$ cat src/hw/rtl/bts_pkg.sv
`default_nettype none

package bts_pkg;

   // shared multiplier operand and product widths
   localparam int MUL_W  = 33;
   localparam int PROD_W = 2 * MUL_W;

   typedef logic [1:0] axis_type;

   // control from the sequencer to the energy unit
   typedef struct packed {
      logic     save_sq;
      logic     save_lo;
      logic     write;
      axis_type axis;
   } en_ctl_type;

endpackage

`default_nettype wire

$ cat src/hw/rtl/bts_mul.sv
`default_nettype none

module bts_mul import bts_pkg::*; (
   input  wire logic                     clock,
   input  wire logic signed [MUL_W-1:0]  mul_a,
   input  wire logic signed [MUL_W-1:0]  mul_b,
   output logic signed [PROD_W-1:0]      prod_ff
);

   logic signed [PROD_W-1:0] prod_in;

   // one signed product per cycle, registered
   assign prod_in = mul_a * mul_b;

   always_ff @(posedge clock) begin
      prod_ff <= prod_in;
   end

endmodule

`default_nettype wire

$ cat config.mk
export PLATFORM = sky130hd
export DESIGN_NAME = bts_mul
export DESIGN_NICKNAME = d
export VERILOG_FILES = /design/src/hw/rtl/bts_pkg.sv /design/src/hw/rtl/bts_mul.sv
export SDC_FILE = /design/constraint.sdc
export NUM_CORES = 2
export LEC_CHECK = 0
export BUFFER_PORTS_ARGS = -buffer_cell sky130_fd_sc_hd__buf_2
export CAP_MARGIN = 20
export CELL_PAD_IN_SITES_DETAIL_PLACEMENT = 0
export CELL_PAD_IN_SITES_GLOBAL_PLACEMENT = 2
export CORE_ASPECT_RATIO = 0.5
export CORE_MARGIN = 2
export CORE_UTILIZATION = 40
export DETAILED_ROUTE_END_ITERATION = 7
export GPL_TIMING_DRIVEN = 1
export HOLD_SLACK_MARGIN = 0.06
export PLACE_DENSITY_LB_ADDON = 0.08
export SLEW_MARGIN = 0
export SYNTH_ARGS = -nofsm -noshare
export SYNTH_HDL_FRONTEND = slang
export SYNTH_SLANG_ARGS = --single-unit
$ cat constraint.sdc
create_clock -name clock -period 12.6 [get_ports clock]
set_input_delay 1.89 -clock clock [delete_from_list [all_inputs] [get_ports clock]]
set_output_delay 1.89 -clock clock [all_outputs]
set_load 0.01 [all_outputs]
# Yosys cells after proc, flatten, opt, wreduce, memory -nomap -nowiden
# Index checks and enable logic that the tools add are counted.
# op_classes
n_mul	1
# ops
cell	n
$mul A33 B33 Y66	1
# word_totals
regBits	66
inputBits	67
elab_cells	2

# Depth between registers and ports, before layout
# depth
depth_word	1
ltp_mapped	29
ltp_nobuf	27

# Worst setup path after synthesis
# No wires, ideal clock.
# synth_timing
path_kind	input -> register
start	input port mul_a[32]
end	register prod_ff[65]
setup_ns	0.072
t_arrival_ns	9.039
setup_slack_ns	3.489
stages	22
cell_sequence	clkbuf_1 nand2_1 inv_1 fa_1 fa_1 fa_1 fa_1 fa_1 fa_1 fa_1 inv_1 fa_1 inv_1 ha_1 clkbuf_1 a21o_1 a21o_1 a221o_1 a31oi_2 o211ai_1 o41ai_2 xnor2_1
# synth_between
elab_chain_cells	1
# synth_rtl
element	line_no	source
from (decl)	bts_mul.sv:5	input wire logic signed [MUL_W-1:0] mul_a,
$mul A33 B33 Y66	bts_mul.sv:13	assign prod_in = mul_a * mul_b;
named net prod_in[65]	bts_mul.sv:10	logic signed [PROD_W-1:0] prod_in;
to (signal assigned)	bts_mul.sv:16	prod_ff <= prod_in;
to (decl)	bts_mul.sv:7	output logic signed [PROD_W-1:0] prod_ff
# The timed path passes the listed nets, and every way through them passes these cells.

# Final worst setup path
# layout_timing
start	input port mul_a[32]
end	register prod_ff[60]
# Same word-level chain as after synthesis.

==> results.tsv <==
stage	metric	value	unit
clock_network	ctsLongestPathBuffers	2	
run_status	status	finished, final reports clean	
timing	rsz0062_at_grt	no	
finish	most-common-layout-cells	fa_1, inv_1, and2_1, nand2_1, ha_1	
worst_setup_path	worstSetupPathType	in -> reg	
global_route	overflow	0	
job	max_cap_viol_count	0	
timing	min_period_over_period	79.8	%
routing	post_drt_wl_per_cell	20.8	um
logic_synthesis	muxShareOfSynthArea	0	%
finish	nets	5683	
logic_synthesis	synth_top_family_by_area	adder cells	
logic_synthesis	ys_seq_area_share	3.27	%
die	ioPinCount	133	
global_route	first_global_vias	30786	
logic_synthesis	synth_compound_area_share	3.60	%
logic_synthesis	yosysWarnings	0	
routing	drt_iter0_markers	1209	
routing	via_per_inst	4.89	
place	hpwlAfterDp	96.9	mm
finish	reg.largest.list	prod_ff (66)	
clock_network	clock_sinks	66	
routing	drt_pass1_iterations	5	
worst_setup_path	crit_cells	21	
timing	layout_min_cycle_time	10.05	ns
timing	slew_viol_final	0	
worst_setup_path	worstPathRequired	12.94	ns
routing	postRouteAntennaNets	0	
worst_setup_path	slowest_delay	1.27	ns
global_route	grt_max_degree	34	
timing	tightest_slew	0.977	ns
clock_network	cts_inserted_buffers	9	
logic_synthesis	synth.net_count	5731	
place	port-buffer-count	132	
routing	drc	0	
die	die_area	104000	um^2
die	initial_core_util	40.4	%
logic_synthesis	syn_area_per_cell	9.38	um^2
finish	mostFrequentLayoutCell	fa_1	
worst_setup_path	path_cells	buf_2, nand2_1, inv_1, fa_1, fa_1, fa_1, fa_1, fa_1, fa_1, fa_1, inv_1, fa_1, inv_1, ha_1, a21o_1, a211o_1, or2_2, a2111oi_2, nor2_1, a21oi_1, xnor2_1	
routing	dr_wl_met2	62.6	mm
logic_synthesis	synthesis.instances	4302	
die	core-area	100000	um^2
clock_network	cts-resized-gates	0	
logic_synthesis	ys_seq_elements	66	
worst_setup_path	critPathMaxFanout	33	
logic_synthesis	synth-xor-area-share	1.63	%
timing	finalSetupViolations	0	
clock_network	clkSlewWorstSetupHoldPaths	0.07	ns
worst_setup_path	cp.arrival	10.40	ns
logic_synthesis	yosys.area_share.adder	63.5	%
routing	vias	27400	
finish	largest_reg_flops	66	
worst_setup_path	startpoint_type	primary input	
logic_synthesis	yosys.area_share.simple	15.4	%
logic_synthesis	synth.distinct_cells	61	
timing	hold_viol_final	0	
clock_network	cts_tree	yes	
clock_network	root_buffer	clkbuf_16	
die	rows	82	
routing	wirelength	116	mm
die	die_w	453	um
logic_synthesis	synthArstFlopShare	0	%
global_route	grt_pass1_wl	184	mm
global_route	grt_usage	23.7	%
worst_setup_path	path_common_cell	fa_1	
finish	nFillCells	10080	
timing	tns	0	ns
die	die_h	229	um
worst_setup_path	cp_num_buf_inv	4	
place	gp_congestion	0.831	
timing	max_slew_margin	34.8	%
worst_setup_path	cp_top_family	adder cells	
finish	drive_above_1_share	4.70	%
min_path	holdPathStages	2	
finish	area_delta_synth_final	5.08	%
timing	max_freq	0.0995	GHz
routing	met1_length	47.3	mm
finish	top_register	prod_ff	
worst_setup_path	cp-end-kind	flop	
clock_network	post_cts.repair.setup_buffers	0	
routing	wl_met3	4.66	mm
logic_synthesis	synth_edf_count	0	
worst_setup_path	crit_slowest_cell	fa_1	
routing	maxUsedRoutingLayer	met4	
logic_synthesis	synth_area	40400	um^2
clock_network	htree_levels	3	
clock_network	hold_buffers	0	
global_route	antenna_found_initial	4	
min_path	hold_class	in -> reg	
logic_synthesis	ys.flop_type	dfxtp_1	
[stage by stage]
stage | std cells | cell area, um^2 | setup slack, ns | utilization (%) | hold slack (ns)
floorplan | 4302 | 40400 | 3.49 | - | 2.02
global placement | 5586 | 42100 | 2.24 | 42.1 | 2.28
detailed placement | 5586 | 42100 | 2.10 | 42.1 | 2.28
CTS | 5602 | 42400 | 2.52 | 42.4 | 2.05
global route | 5604 | 42400 | 2.17 | 42.4 | 2.07
finish | 5608 | 42400 | 2.55 | 42.4 | 2.05
[routing by layer]
metal	vias to the layer above	global-route usage, %
met5	-	0
met4	0	4.56
met3	74	3.81
met2	444	43.3
met1	14797	29.6
li1	12085	-
[logic make-up (layout without fill, tap and decap cells)]
logic type | Yosys count | count (layout)
adder cells (fa/ha/maj) | 1362 | 1362
XOR/XNOR | 75 | 75
flip-flops | 66 | 66
AND/OR/NAND/NOR | 1228 | 1228
other | 0 | 5
buffers and inverters | 1354 | 1311
AO/OA/AOI/OAI | 217 | 217
[cells in the mapped netlist, types with 2 or more instances]
master       n  area, um^2
fa_1      1145       22900
inv_1     1133        4250
and2_1     562        3520
nand2_1    543        2040
clkbuf_1   220         826
ha_1       217        2720
a21oi_1     73         365
dfxtp_1     66        1320
xnor2_1     55         482
nor2_1      47         176
o21ai_0     37         185
a21o_1      28         210
xor2_1      20         175
nand3_1     18        90.1
a31oi_1      9        56.3
nand2b_1     9        56.3
nand4_1      9        56.3
o21bai_1     8        60.1
and3_1       7        43.8
and4_1       7        61.3
nor3_1       7        35.0
o211ai_1     7        52.6
o21a_1       7        52.6
a211oi_1     5        37.5
nor4_1       5        31.3
o21ai_1      5        25.0
a211oi_2     4        50.1
or2_2        4        25.0
a221o_1      3        30.0
nor2b_1      3        18.8
o21ba_2      3        30.0
o22ai_1      3        18.8
a311o_1      2        20.0
nand3b_1     2        15.0
o221ai_1     2        17.5
o41ai_2      2        32.5
[final timing paths]
path                         endpoint      start  slack [ns]
hold / removal     prod_ff[0]$_DFF_P_   mul_b[0]        2.05
setup / recovery  prod_ff[60]$_DFF_P_  mul_a[32]        2.55
[area by class of cell]
cell class / instances / area (um^2) / share of cell area [%]
clock inverters: 6 / 57.6 / 0.136
inverters: 1133 / 4250 / 10.0
flip-flops and latches: 66 / 1320 / 3.12
well taps: 1344 / 1680 / 3.96
repair buffers: 162 / 906 / 2.14
diodes: 5 / 12.5 / 0.0295
multi-input cells: 2882 / 34000 / 80.1
clock buffers: 10 / 229 / 0.540
Power is not shown: default switching activity piles up to over one toggle a cycle in this logic, so the estimate is an artifact.
