[src/hw/rtl/bts_pkg.sv]
`default_nettype none

package bts_pkg;

   // shared multiplier operand and product widths
   localparam int MUL_W  = 33;
   localparam int PROD_W = 2 * MUL_W;

   typedef logic [1:0] axis_type;

   // control from the sequencer to the energy unit
   typedef struct packed {
      logic     save_sq;
      logic     save_lo;
      logic     write;
      axis_type axis;
   } en_ctl_type;

endpackage

`default_nettype wire

[src/hw/rtl/bts_energy.sv]
`default_nettype none

module bts_energy import bts_pkg::*; #(
   parameter int FRAC_BITS = 16
) (
   input  wire logic        clock,
   input  wire en_ctl_type  ctl,
   input  wire logic [63:0] prod,
   output logic [31:0]      sq_hi_ff,
   output logic [47:0]      energy_x,
   output logic [47:0]      energy_y,
   output logic [47:0]      energy_z
);

   localparam int SHIFT  = 2 * FRAC_BITS + 1;
   localparam int WIDE_W = 95;

   logic [62:0]       lo_ff;
   logic [47:0]       en_ff [3];
   logic [WIDE_W-1:0] wide_sum;
   logic [WIDE_W-1:0] shifted;
   logic [47:0]       energy_in;

   // mass*v^2 = mass*hi*2^32 + mass*lo, then scale down and saturate
   always_comb begin
      wide_sum  = {prod[62:0], 32'b0} + {32'b0, lo_ff};
      shifted   = wide_sum >> SHIFT;
      energy_in = (|shifted[WIDE_W-1:48]) ? '1 : shifted[47:0];
   end

   // partial products and per-axis results
   always_ff @(posedge clock) begin
      if (ctl.save_sq) begin
         sq_hi_ff <= prod[63:32];
      end
      if (ctl.save_lo) begin
         lo_ff <= prod[62:0];
      end
      if (ctl.write) begin
         en_ff[ctl.axis] <= energy_in;
      end
   end

   assign energy_x = en_ff[0];
   assign energy_y = en_ff[1];
   assign energy_z = en_ff[2];

endmodule

`default_nettype wire

[config.mk]
export PLATFORM = sky130hd
export DESIGN_NAME = bts_energy
export DESIGN_NICKNAME = d
export VERILOG_FILES = /design/src/hw/rtl/bts_pkg.sv /design/src/hw/rtl/bts_energy.sv
export SDC_FILE = /design/constraint.sdc
export NUM_CORES = 1
export LEC_CHECK = 0
export ABC_AREA = 1
export BUFFER_PORTS_ARGS = -buffer_cell sky130_fd_sc_hd__clkbuf_2
export CAP_MARGIN = 40
export CELL_PAD_IN_SITES_DETAIL_PLACEMENT = 0
export CELL_PAD_IN_SITES_GLOBAL_PLACEMENT = 2
export CORE_MARGIN = 3
export CORE_UTILIZATION = 23
export CTS_BUF_LIST = sky130_fd_sc_hd__clkbuf_4
export DETAILED_ROUTE_END_ITERATION = 8
export PLACE_DENSITY = 0.62
export SLEW_MARGIN = 40
export SYNTH_ARGS = -nofsm -noshare
export SYNTH_HDL_FRONTEND = slang
export SYNTH_SLANG_ARGS = --single-unit
[constraint.sdc]
create_clock -name clock -period 8.4 [get_ports clock]
set_input_delay 1.68 -clock clock [delete_from_list [all_inputs] [get_ports clock]]
set_output_delay 1.68 -clock clock [all_outputs]
set_load 0.02 [all_outputs]
# Word level (Yosys, flattened, before mapping)
# Memory sizes are Yosys's and may differ from the RTL's.
# Index checks and enable logic that the tools add are counted.
# op_classes
addsub,1
n_mul,0
div_mod_pow,0
order_cmp,0
eq_ne,0
shift,0
muxes,3
bitwise_logic,0
reduce_logical,1
# op_table
op,n
95-bit by 63-bit adder with 95-bit output,1
48-bit 2-to-1 mux,1
14-bit OR reduction,1
1-bit 2-to-1 mux,2
# totals
reg_bits,95
latch_bits,0
ram_bits,144
mem_bits_ro,0
memories,1
# memory_table
name,depth,width,rd,rd_ports_with_merged_regs,write_ports,line_no,rtl
en_ff,3,48,3,0,1,bts_energy.sv:19,logic [47:0] en_ff [3];

# Logic depth before layout (Yosys ltp)
# Gate-level depths: netlist of the first run.
# depth
ltp_word,3
depth_mapped,19

# Worst setup path before layout of the first run
# Ideal clock, no wire load.
# synth_path
path_kind,in2reg
startpoint,input ctl[2] (netlist bit)
endpoint,"memory en_ff[2][0], enable pin"
setup_ps,524
t_arrival_ps,5247
required_time_ps,7876
setup_slack_ps,2629
cell_stages,2
path_buffers,0
path_cell_list,inv_1 -> nor3b_1
# synth_via
elab_chain_cells,2
# synth_rtl
item,line_no,rtl
from (decl),bts_energy.sv:7,"input wire en_ctl_type ctl,"
1-bit 2-to-1 mux,bts_energy.sv:39,if (ctl.write) begin
1-bit 2-to-1 mux (not written as such),bts_energy.sv:40,en_ff[ctl.axis] <= energy_in;
to (decl),bts_energy.sv:19,
# Every way passes these cells.

# Worst setup path in the final report of the first run
# layout_path
startpoint,input prod[0]
endpoint,"memory en_ff[1][8], data pin"
# layout_via
elab_chain_cells,3
# layout_rtl
item,line_no,rtl
from (decl),bts_energy.sv:8,"input wire logic [63:0] prod,"
95-bit by 63-bit adder with 95-bit output *,bts_energy.sv:26,"wide_sum = {prod[62:0], 32'b0} + {32'b0, lo_ff};"
14-bit OR reduction,bts_energy.sv:28,energy_in = (|shifted[WIDE_W-1:48]) ? '1 : shifted[47:0];
48-bit 2-to-1 mux *,bts_energy.sv:28,
named net energy_in[8],bts_energy.sv:22,logic [47:0] energy_in;
# Mark *: on every way through the listed nets, which the timed path passes. The rest lies on a longest branch.

==> results of run 1 <==
-- per-layer routing --
layer,GRT usage,wire length [µm]
met5,0,0
met4,0.0556,832
met1,0.214,17800
met2,0.255,17800
met3,0.0308,2160
-- registers in the layout (all words and copies together), names as in the netlist --
signal	flops
lo_ff	31
en_ff	144
sq_hi_ff	32
-- logic make-up after synthesis --
family	after synthesis	share of synthesized area
AOI/OAI and AO/OA	43	0.0236
xor gates and xnor gates	47	0.0392
adders and majority gates	31	0.0377
buffers and inverters	195	0.0738
DFF	207	0.592
and+or+nand+nor	568	0.233
-- worst paths after layout --
check             depth (start not counted)  slack (ps)          end
setup / recovery                         18        3970  en_ff[1][8]
hold / removal                            3         840  en_ff[0][9]
setup reg to reg                         17        4720  en_ff[1][8]
hold reg to reg                           3         840  en_ff[0][9]
-- area by class of cell --
class / instances / area [µm²] / area share
flip-flops and latches: 207 / 6220 / 0.473
well taps: 592 / 741 / 0.0564
repair buffers: 250 / 1270 / 0.0966
clock inverters: 26 / 129 / 0.00981
inverters: 185 / 694 / 0.0529
multi-input cells: 689 / 3530 / 0.269
clock buffers: 74 / 556 / 0.0423
diodes: 1 / 2.50 / 0.000190
-- where the power goes --
part	switching, µW	internal, µW	total [µW]	leakage [µW]
Clock	416	441	857	0.000406
Sequential	15.4	1180	1200	0.00219
Combinational	319	125	444	0.00347
-- cell usage after synthesis --
cell      count
inv_2         5
nor3_1       14
xnor2_1      36
nand3_2      12
nor3_2        1
xor2_1       11
o21ai_0       5
and2_1        1
a21o_1        1
inv_1       180
o21ai_2       1
nor2_4        4
a21oi_1      19
fa_1          1
edfxtp_1    207
nand2_1     331
nor3b_1       2
a21boi_0      1
buf_6         4
nor2_1       86
nand3_1      93
o21bai_1      3
buf_2         4
nand2_2       3
a31oi_1      13
nor2_2       10
ha_1         30
buf_4         2
nand4_1      11
-- worst register-to-register path: stages (launching register included) --
cell      delay, ps
edfxtp_1        330
nand2_1         180
fa_1            480
nor2_1          210
nand2_1          70
nand3_1         170
nand3_1         100
nand3_1         340
nand2_1          90
nand2_1         120
nand2_1          60
nand3_1          70
nand2_1          60
inv_1            70
nand2_1          80
nor2_4          100
buf_4           500
nand3_1         330
-- stage by stage --
stage / hold WS (ps) / setup WS, ps / instances
5_1_grt: 916 / 3760 / 2024
4_1_cts: 858 / 3970 / 2023
3_5_place_dp: 842 / 3150 / 1923
3_3_place_gp: 828 / 3230 / 1923
2_1_floorplan: 746 / 2630 / 1091
6_report: 840 / 3970 / 2024
==> metrics, run 1 <==
status finished clean; H-tree depth 2; first-pass GRT wire length around 55 mm; via count about 8.4k; vias in the first global route about 8.5k; worst clock skew 22.9 ps; antenna-violating nets left 0; IO Port Bufs 245; DPL Wire Length 30.5 mm; largest cells by area after synthesis edfxtp_1 (59%), nand2_1 (12%), inv_1 (6.4%); first-pass iteration count of the detailed router 5; Unique masters post-synth 29; max-cap viol count 0; layout cell share with drive strength beyond 1 0.258; Root Buffer clkbuf_4; Design Area, Final around 13000 µm²; Initial DRC Count around 380; critical path arrival between 4000 and 5000 ps; total track usage 0.159; Hold Path Origin lo_ff[42]; Final Wtd Congestion 0.862; area of the core between 40000 and 50000 µm²; P&R area growth vs syn 25.2%; area leader, netlist edfxtp_1; Worst VDD drop around 0.066 mV; Worst-path clk slew ~60 ps; final total power around 2500 µW; Clock Path Buffers 3; CP peak stage delay ~500 ps; crit path launch type input pin; Die X about 220 µm; cell family with most CP delay simple AND/OR/NAND/NOR gates; Row Count 77; Synth Net Count 1192; Initial Util 0.235; Cell Pwr Density about 190 nW/µm²; final net count approximately 1.5k; # fillers slightly below 5k; setup tns final 0 ps; largest net degree at the start of global routing 49; Req. time, crit path slightly below 9000 ps; I/O Pins roughly 250; post-layout min period ~4400 ps; Slew headroom 0.487; Area after DPL about 12000 µm²; # DRC 0; Tcrit/Tclk final 0.527; Post-Route WL roughly 39 mm; CTS Buf Count between 50 and 60; WP buf/inv 3; Hold Path Class reg -> reg; worst flop-to-flop path startpoint lo_ff[32]; WL/cell between 15 and 20 µm; Seq/Total Area, Yosys 0.592; clk_lat worst skew a little over 700 ps; post-CTS sizing 0; die area around 48000 µm²; yosys warns 0; Final Max Tran Viols 0; Hold Buf Count CTS 0; commonest non-fill, non-tap cell in the layout nand2_1; gr ovfl total 0; CP Cell Sequence clkbuf_2 -> nand2_1 -> fa_1 -> nor2_1 -> nand2_1 -> nand3_1 -> nand3_1 -> nand3_1 -> nand2_1 -> nand2_1 -> nand2_1 -> nand3_1 -> nand2_1 -> inv_1 -> nand2_1 -> nor2_4 -> buf_4 -> nand3_1; final core occ 0.294; Critical Path Source prod[0]; initial antenna violation count 1; most frequent cells in the layout nand2_1 (331), clkbuf_2 (243), edfxtp_1 (207); # setup viols final 0; Worst setup EP type flip-flop; Tightest Pin Transition about 770 ps; via density per instance 4.15; Mapped Area 10500 µm²; critical path's slowest cell buf_4; CTS tree done; kind of critical path in -> reg; Synth Instances 1091; area share of the largest cell type after synthesis 0.592; RSZ-0062 raised after global routing false; Yosys reg bits just over 200; Hold Violations, Final 0; most frequent CP cell nand2_1; CTS sink cnt between 200 and 250; leakage 0.00607 µW; Fmax ~230 MHz; Post-CTS Setup Repair Bufs 0; critical path fanouts, max between 40 and 50; Syn Area/Cell roughly 9.6 µm²; Die H 220 µm
Power figures use the tool's default switching activity.
==> inputs of run 2 (changes only) <==
--- a/config.mk
+++ b/config.mk
@@ -14,7 +14,7 @@
 export CORE_UTILIZATION = 23
 export CTS_BUF_LIST = sky130_fd_sc_hd__clkbuf_4
 export DETAILED_ROUTE_END_ITERATION = 8
-export PLACE_DENSITY = 0.62
+export PLACE_DENSITY = 0.65
 export SLEW_MARGIN = 40
 export SYNTH_ARGS = -nofsm -noshare
 export SYNTH_HDL_FRONTEND = slang
==> constraint.sdc (replaced) <==
create_clock -name clock -period 3.7 [get_ports clock]
set_input_delay 0.74 -clock clock [delete_from_list [all_inputs] [get_ports clock]]
set_output_delay 0.74 -clock clock [all_outputs]
set_load 0.02 [all_outputs]
==> metrics, run 2 (synthesized netlist as in run 1, its figures left out) <==
status finished clean; final net count 1512 (+1.5%); CTS sink cnt 207 (unchanged); CTS tree done; Initial DRC Count 353 (-7.6%); Worst VDD drop 0.165 mV (+150%); die area 48200 µm² (unchanged); gr ovfl total 0 (unchanged); Setup WS pre-CTS -5.10 ps (-3160 ps); max FFs per register 144 (unchanged); first-pass GRT wire length 56.9 mm (+2.6%); first-pass iteration count of the detailed router 5 (unchanged); Cell Pwr Density 431 nW/µm² (+130%); Detail Route met2 WL 18.3 mm (+2.8%); Hold Path Class in -> reg; Worst setup EP type flip-flop; final worst slack 573 ps (-3400 ps); # setup viols final 0 (unchanged); Initial Util 0.235 (unchanged); layout cell share with drive strength beyond 1 0.273 (+0.0154); critical path arrival 3550 ps (-1270 ps); kind of critical path reg -> reg; leakage 0.00620 µW (+2.3%); Hold Violations, Final 0 (unchanged); worst hold slack 187 ps (-653 ps); RSZ-0062 raised after global routing false; H-tree depth 2 (unchanged); # DRC 0 (unchanged); registers with the most flip-flops en_ff: 144 flops, sq_hi_ff: 32 flops, lo_ff: 31 flops; initial antenna violation count 1 (unchanged); Hold Buf Count CTS 0 (unchanged); final total power 5770 µW (+130%); Post-Route WL 39.5 mm (+2.5%); Final Max Tran Viols 0 (unchanged); vias in the first global route 8829 (+3.9%); IO Port Bufs 245 (unchanged); Tightest Pin Transition 757 ps (-13.0 ps); Max Used Layer met4; antenna-violating nets left 0 (unchanged); Post-CTS Setup Repair Bufs 0 (unchanged); Root Buffer clkbuf_4; critical path fanouts, max 28 (-42%); Clock Path Buffers 3 (unchanged); hold path depth 1 (-2); Fmax around 320 MHz; Row Count 77 (unchanged); max-cap viol count 0 (unchanged); met3 WL 2.43 mm (+13%); worst clock skew 32.6 ps (+9.68 ps); post-CTS sizing 0 (unchanged); Tcrit/Tclk final 0.845; # fillers 4802 (-0.19%); Worst-path clk slew 70 ps (about the same); R2R setup slack 570 ps (-4150 ps); I/O Pins 246 (unchanged); hold endpoint sq_hi_ff[31]; via count 8649 (+2.9%); crit path launch type flip-flop; Worst R2R Path Depth 15 (-2); area of the core 44600 µm² (unchanged); CTS Buf Count 56 (+1.8%); largest net degree at the start of global routing 49 (unchanged); WL/cell 19.4 µm (+1.6%); Req. time, crit path 4120 ps (-4680 ps); post-layout min period 3130 ps; Hold Path Origin prod[63]; DPL Wire Length 31.5 mm (+3.4%); P&R area growth vs syn 27.5%; Largest Register en_ff; met1 WL 17.8 mm (-0.17%); Critical R2R Capture en_ff[1][22]; Slew headroom 0.496 (+0.00865); commonest non-fill, non-tap cell in the layout nand2_1; total track usage 0.162 (+0.00325); Die X 220 µm (unchanged); most frequent cells in the layout nand2_1 (331), clkbuf_2 (243), edfxtp_1 (207); Die H 220 µm (unchanged); clk_lat worst skew 730 ps (about the same); Critical Path Source lo_ff[50]; via density per instance 4.24 (+2.0%); worst flop-to-flop path startpoint lo_ff[50]; Final Wtd Congestion 0.845 (-1.9%)
## run 2: cell types whose count changed in the layout (fill, tap and decap cells not counted)
cell / change
inv_2: -1
clkbuf_16: +1
clkbuf_4: +6
nor3b_2: -1
clkinv_1: -9
nor3b_4: +1
buf_4: +18
nor3_4: +1
buf_12: +3
nor3_2: -1
## run 2: power by group
group / total, µW / internal, µW / switching (µW) / leakage, µW
sequential: 2730 / 2690 / 36.4 / 0.00219
clock: 1980 / 1060 / 928 / 0.000415
combinational: 1060 / 316 / 742 / 0.00360
total: 5770 / 4060 / 1710 / 0.00620
## run 2: worst max path at each step
stage / endpoint / slack, ps / depth (start not counted)
floorplan: en_ff[1][0] / 430 / 2
global placement: en_ff[1][23] / -20 / 18
detailed placement: en_ff[1][22] / -5 / 18
CTS: en_ff[1][22] / 450 / 15
global route: en_ff[2][47] / 220 / 15
finish: en_ff[1][22] / 570 / 15
## run 2: final cells by class
| cell class | count | area [µm²] | area share |
|---|---|---|---|
| Sequential cell | 207 | 6220 | 0.465 |
| Multi-Input combinational cell | 689 | 3540 | 0.265 |
| Timing Repair Buffer | 272 | 1490 | 0.111 |
| Tap cell | 592 | 741 | 0.0554 |
| Inverter | 185 | 694 | 0.0519 |
| Clock buffer | 80 | 601 | 0.0449 |
| Clock inverter | 16 | 91.3 | 0.00683 |
| Antenna cell | 1 | 2.50 | 0.000187 |
## run 2: critical path, stage by stage, from the launching register on
cell and delay (ps):
edfxtp_1 360, ha_1 460, nand2_1 150, nor2_1 300
inv_1 70, o21ai_0 300, nand2_1 90, nand2_1 90
nand2_1 60, nand3_2 110, nand3_1 80, nand2_1 80
nand2_1 100, nor2_4 180, buf_12 200, nand3_1 150
## run 2: metrics by stage
step                      instance area [µm²]  std cells   util  setup TNS (ps)
final                                   13400       2042  0.300               0
after CTS                               13300       2040  0.299               0
after detailed placement                12700       1944  0.284           -15.2
after floorplan                         10500       1091      -               0
after global placement                  12700       1944  0.284           -1100
after global routing                    13400       2042  0.300               0
## run 2: per-layer routing
metal | vias up | GRT usage
met5 | - | 0
met4 | 0 | 0.0601
met3 | 54 | 0.0291
met2 | 299 | 0.261
met1 | 4049 | 0.218
li1 | 4247 | -
==> inputs of run 3 (changes only) <==
==> constraint.sdc (replaced) <==
create_clock -name clock -period 2.8 [get_ports clock]
set_input_delay 0.56 -clock clock [delete_from_list [all_inputs] [get_ports clock]]
set_output_delay 0.56 -clock clock [all_outputs]
set_load 0.02 [all_outputs]
==> metrics, run 3 (synthesized netlist as in run 1, its figures left out) <==
Post-Route WL 42.6 mm (+7.6%); Initial DRC Count 505 (+43%); Largest Register en_ff; Die X 220 µm (unchanged); crit path launch type flip-flop; antenna-violating nets left 0 (unchanged); Hold Path Origin prod[57]; commonest non-fill, non-tap cell in the layout nand2_1; Initial Util 0.235 (unchanged); Area after DPL 14300 µm² (+13%); Critical R2R Capture en_ff[1][21]; Max Used Layer met5; met1 WL 19.0 mm (+6.7%); CP Cell Sequence ha_4 -> buf_4 -> nand2_4 -> nor2_1 -> buf_4 -> nand3_1 -> nand3_2 -> nand2_2 -> nand2_2 -> nand2_4 -> nand2_1 -> nand2_1 -> nand2_2 -> nor2_4 -> nand2_2 -> nor2_4 -> buf_6 -> buf_12 -> nand3_4; worst clock skew 67.7 ps (+35.1 ps); Die H 220 µm (unchanged); vias in the first global route 9575 (+8.4%); via count 9511 (+10%); max FFs per register 144 (unchanged); initial antenna violation count 2 (+1); WL/cell 18.7 µm (-3.5%); P&R area growth vs syn 63.4%; CTS tree done; Row Count 77 (unchanged); CTS Buf Count 54 (-3.6%); CP peak stage delay 450 ps (about the same); H-tree depth 2 (unchanged); Req. time, crit path 3240 ps (-880 ps); R2R setup slack -110 ps (-680 ps); IO Port Bufs 245 (unchanged); largest net degree at the start of global routing 49 (unchanged); Root Buffer clkbuf_4; post-layout min period 2910 ps (-221 ps); final net count 1759 (+16%); # DRC 0 (unchanged); failing checks setup timing; Cell Pwr Density 480 nW/µm² (+11%); cell family with most CP delay simple AND/OR/NAND/NOR gates; Tcrit/Tclk final 1.04 (+0.193); Clock Path Buffers 3 (unchanged); Hold Violations, Final 0 (unchanged); Final Max Tran Viols 0 (unchanged); via density per instance 4.18 (-1.4%); kind of critical path reg -> reg; WP buf/inv 4 (+2); final worst slack -105 ps (-679 ps); first-pass GRT wire length 60.7 mm (+6.7%); CTS sink cnt 207 (unchanged); met3 WL 1.94 mm (-20%); Slew headroom 0.600 (+0.104); area of the core 44600 µm² (unchanged); I/O Pins 246 (unchanged); gr ovfl total 0 (unchanged); placed cell count 2157 (+11%); clk_lat worst skew 770 ps (+40 ps); worst flop-to-flop path startpoint lo_ff[40]; RSZ-0062 raised after global routing true; most frequent cells in the layout nand2_1 (246), clkbuf_2 (245), buf_4 (243); hold endpoint lo_ff[57]; registers with the most flip-flops en_ff: 144 flops, sq_hi_ff: 32 flops, lo_ff: 31 flops; critical path's slowest cell edfxtp_1; Fmax 344 MHz (+7.6%); Final Wtd Congestion 0.866 (+2.4%); total track usage 0.172 (+0.0103); layout cell share with drive strength beyond 1 0.520 (+0.247); Design Area, Final 17100 µm² (+28%); Worst VDD drop 0.229 mV (+39%); DPL Wire Length 33.8 mm (+7.1%); die area 48200 µm² (unchanged); Cell Count, Final, Fillers Out 2278 (+12%); critical path fanouts, max 7 (-75%); Worst setup EP type flip-flop; leakage 0.00769 µW (+24%); critical path arrival 3340 ps (-210 ps); Worst R2R Path Depth 19 (+4); Detail Route met2 WL 20.7 mm (+13%); max-cap viol count 0 (unchanged); Worst-path clk slew 60 ps (about the same); # setup viols final 144 (+144); most frequent CP cell nand2_2; status finished, violations left; Tightest Pin Transition 601 ps (-156 ps); first-pass iteration count of the detailed router 4 (-1); hold path depth 1 (unchanged); Hold Path Class in -> reg
[run 3: cell count changes in the layout (fill, tap and decap cells not counted), sizes merged]
cell / before / now
clkinvlp: 0 / 2
clkbuf: 326 / 318
clkinv: 15 / 9
buf: 26 / 271
dlygate4sd3: 0 / 3
[run 3: layer usage]
layer	track usage	vias up
li1	-	4739
met3	0.0263	61
met4	0.0485	2
met1	0.229	4472
met5	0	-
met2	0.292	237
[run 3: layout make-up]
class / count / area (µm²)
fill: 4530 / 27500
sequential: 207 / 6220
clock buffer: 71 / 533
multi-input combinational: 689 / 5240
tap: 592 / 741
inverter: 185 / 699
clock inverter: 12 / 82.6
timing repair buffer: 521 / 3630
antenna: 1 / 2.50
[run 3: worst register-to-register path, cell delays in order, from the launching register on]
cell	delay, ps
edfxtp_1	450
ha_4	290
buf_4	150
nand2_4	90
nor2_1	40
buf_4	150
nand3_1	90
nand3_2	120
nand2_2	80
nand2_2	70
nand2_4	90
nand2_1	60
nand2_1	70
nand2_2	70
nor2_4	120
nand2_2	80
nor2_4	180
buf_6	170
buf_12	160
nand3_4	90
[run 3: repair_timing]
action / in CTS / in global routing
hold buffers: 3 / 0
resized for setup: 202 / 184
endpoints found under the setup margin: 144 / 144
pin swaps: 48 / 86
cloned: 5 / 2
hold endpoints to repair: 4 / 0
setup buffers: 22 / 11
[run 3: metrics by stage]
| stage | setup TNS, ps | setup slack (ps) | hold slack (ps) | total power (µW) | util |
|---|---|---|---|---|---|
| 6_report | -9530 | -105 | 104 | 8220 | 0.384 |
| 5_1_grt | -28260 | -245 | 51.2 | 8710 | 0.384 |
| 4_1_cts | -17310 | -184 | 11.5 | 8190 | 0.362 |
| 3_5_place_dp | -118370 | -880 | 739 | 5430 | 0.321 |
| 3_3_place_gp | -117420 | -863 | 740 | 5440 | 0.321 |
| 2_1_floorplan | 0 | 80.0 | 659 | 4430 | - |
[run 3: worst max-delay path by stage]
stage              start            to  slack [ps]  cells past startpoint
6_report       lo_ff[40]  en_ff[1][21]        -110                     19
5_1_grt        lo_ff[61]  en_ff[0][21]        -240                     17
4_1_cts        lo_ff[58]  en_ff[2][29]        -180                     20
3_5_place_dp    prod[20]  en_ff[1][21]        -880                     18
3_3_place_gp    prod[20]   en_ff[1][8]        -860                     18
2_1_floorplan    prod[0]  en_ff[0][27]          80                     18
[run 3: report_power, final]
part / internal (µW) / switching [µW]
Clock: 1250 / 1200
Sequential: 3550 / 65.1
Combinational: 886 / 1270
Total: 5690 / 2530
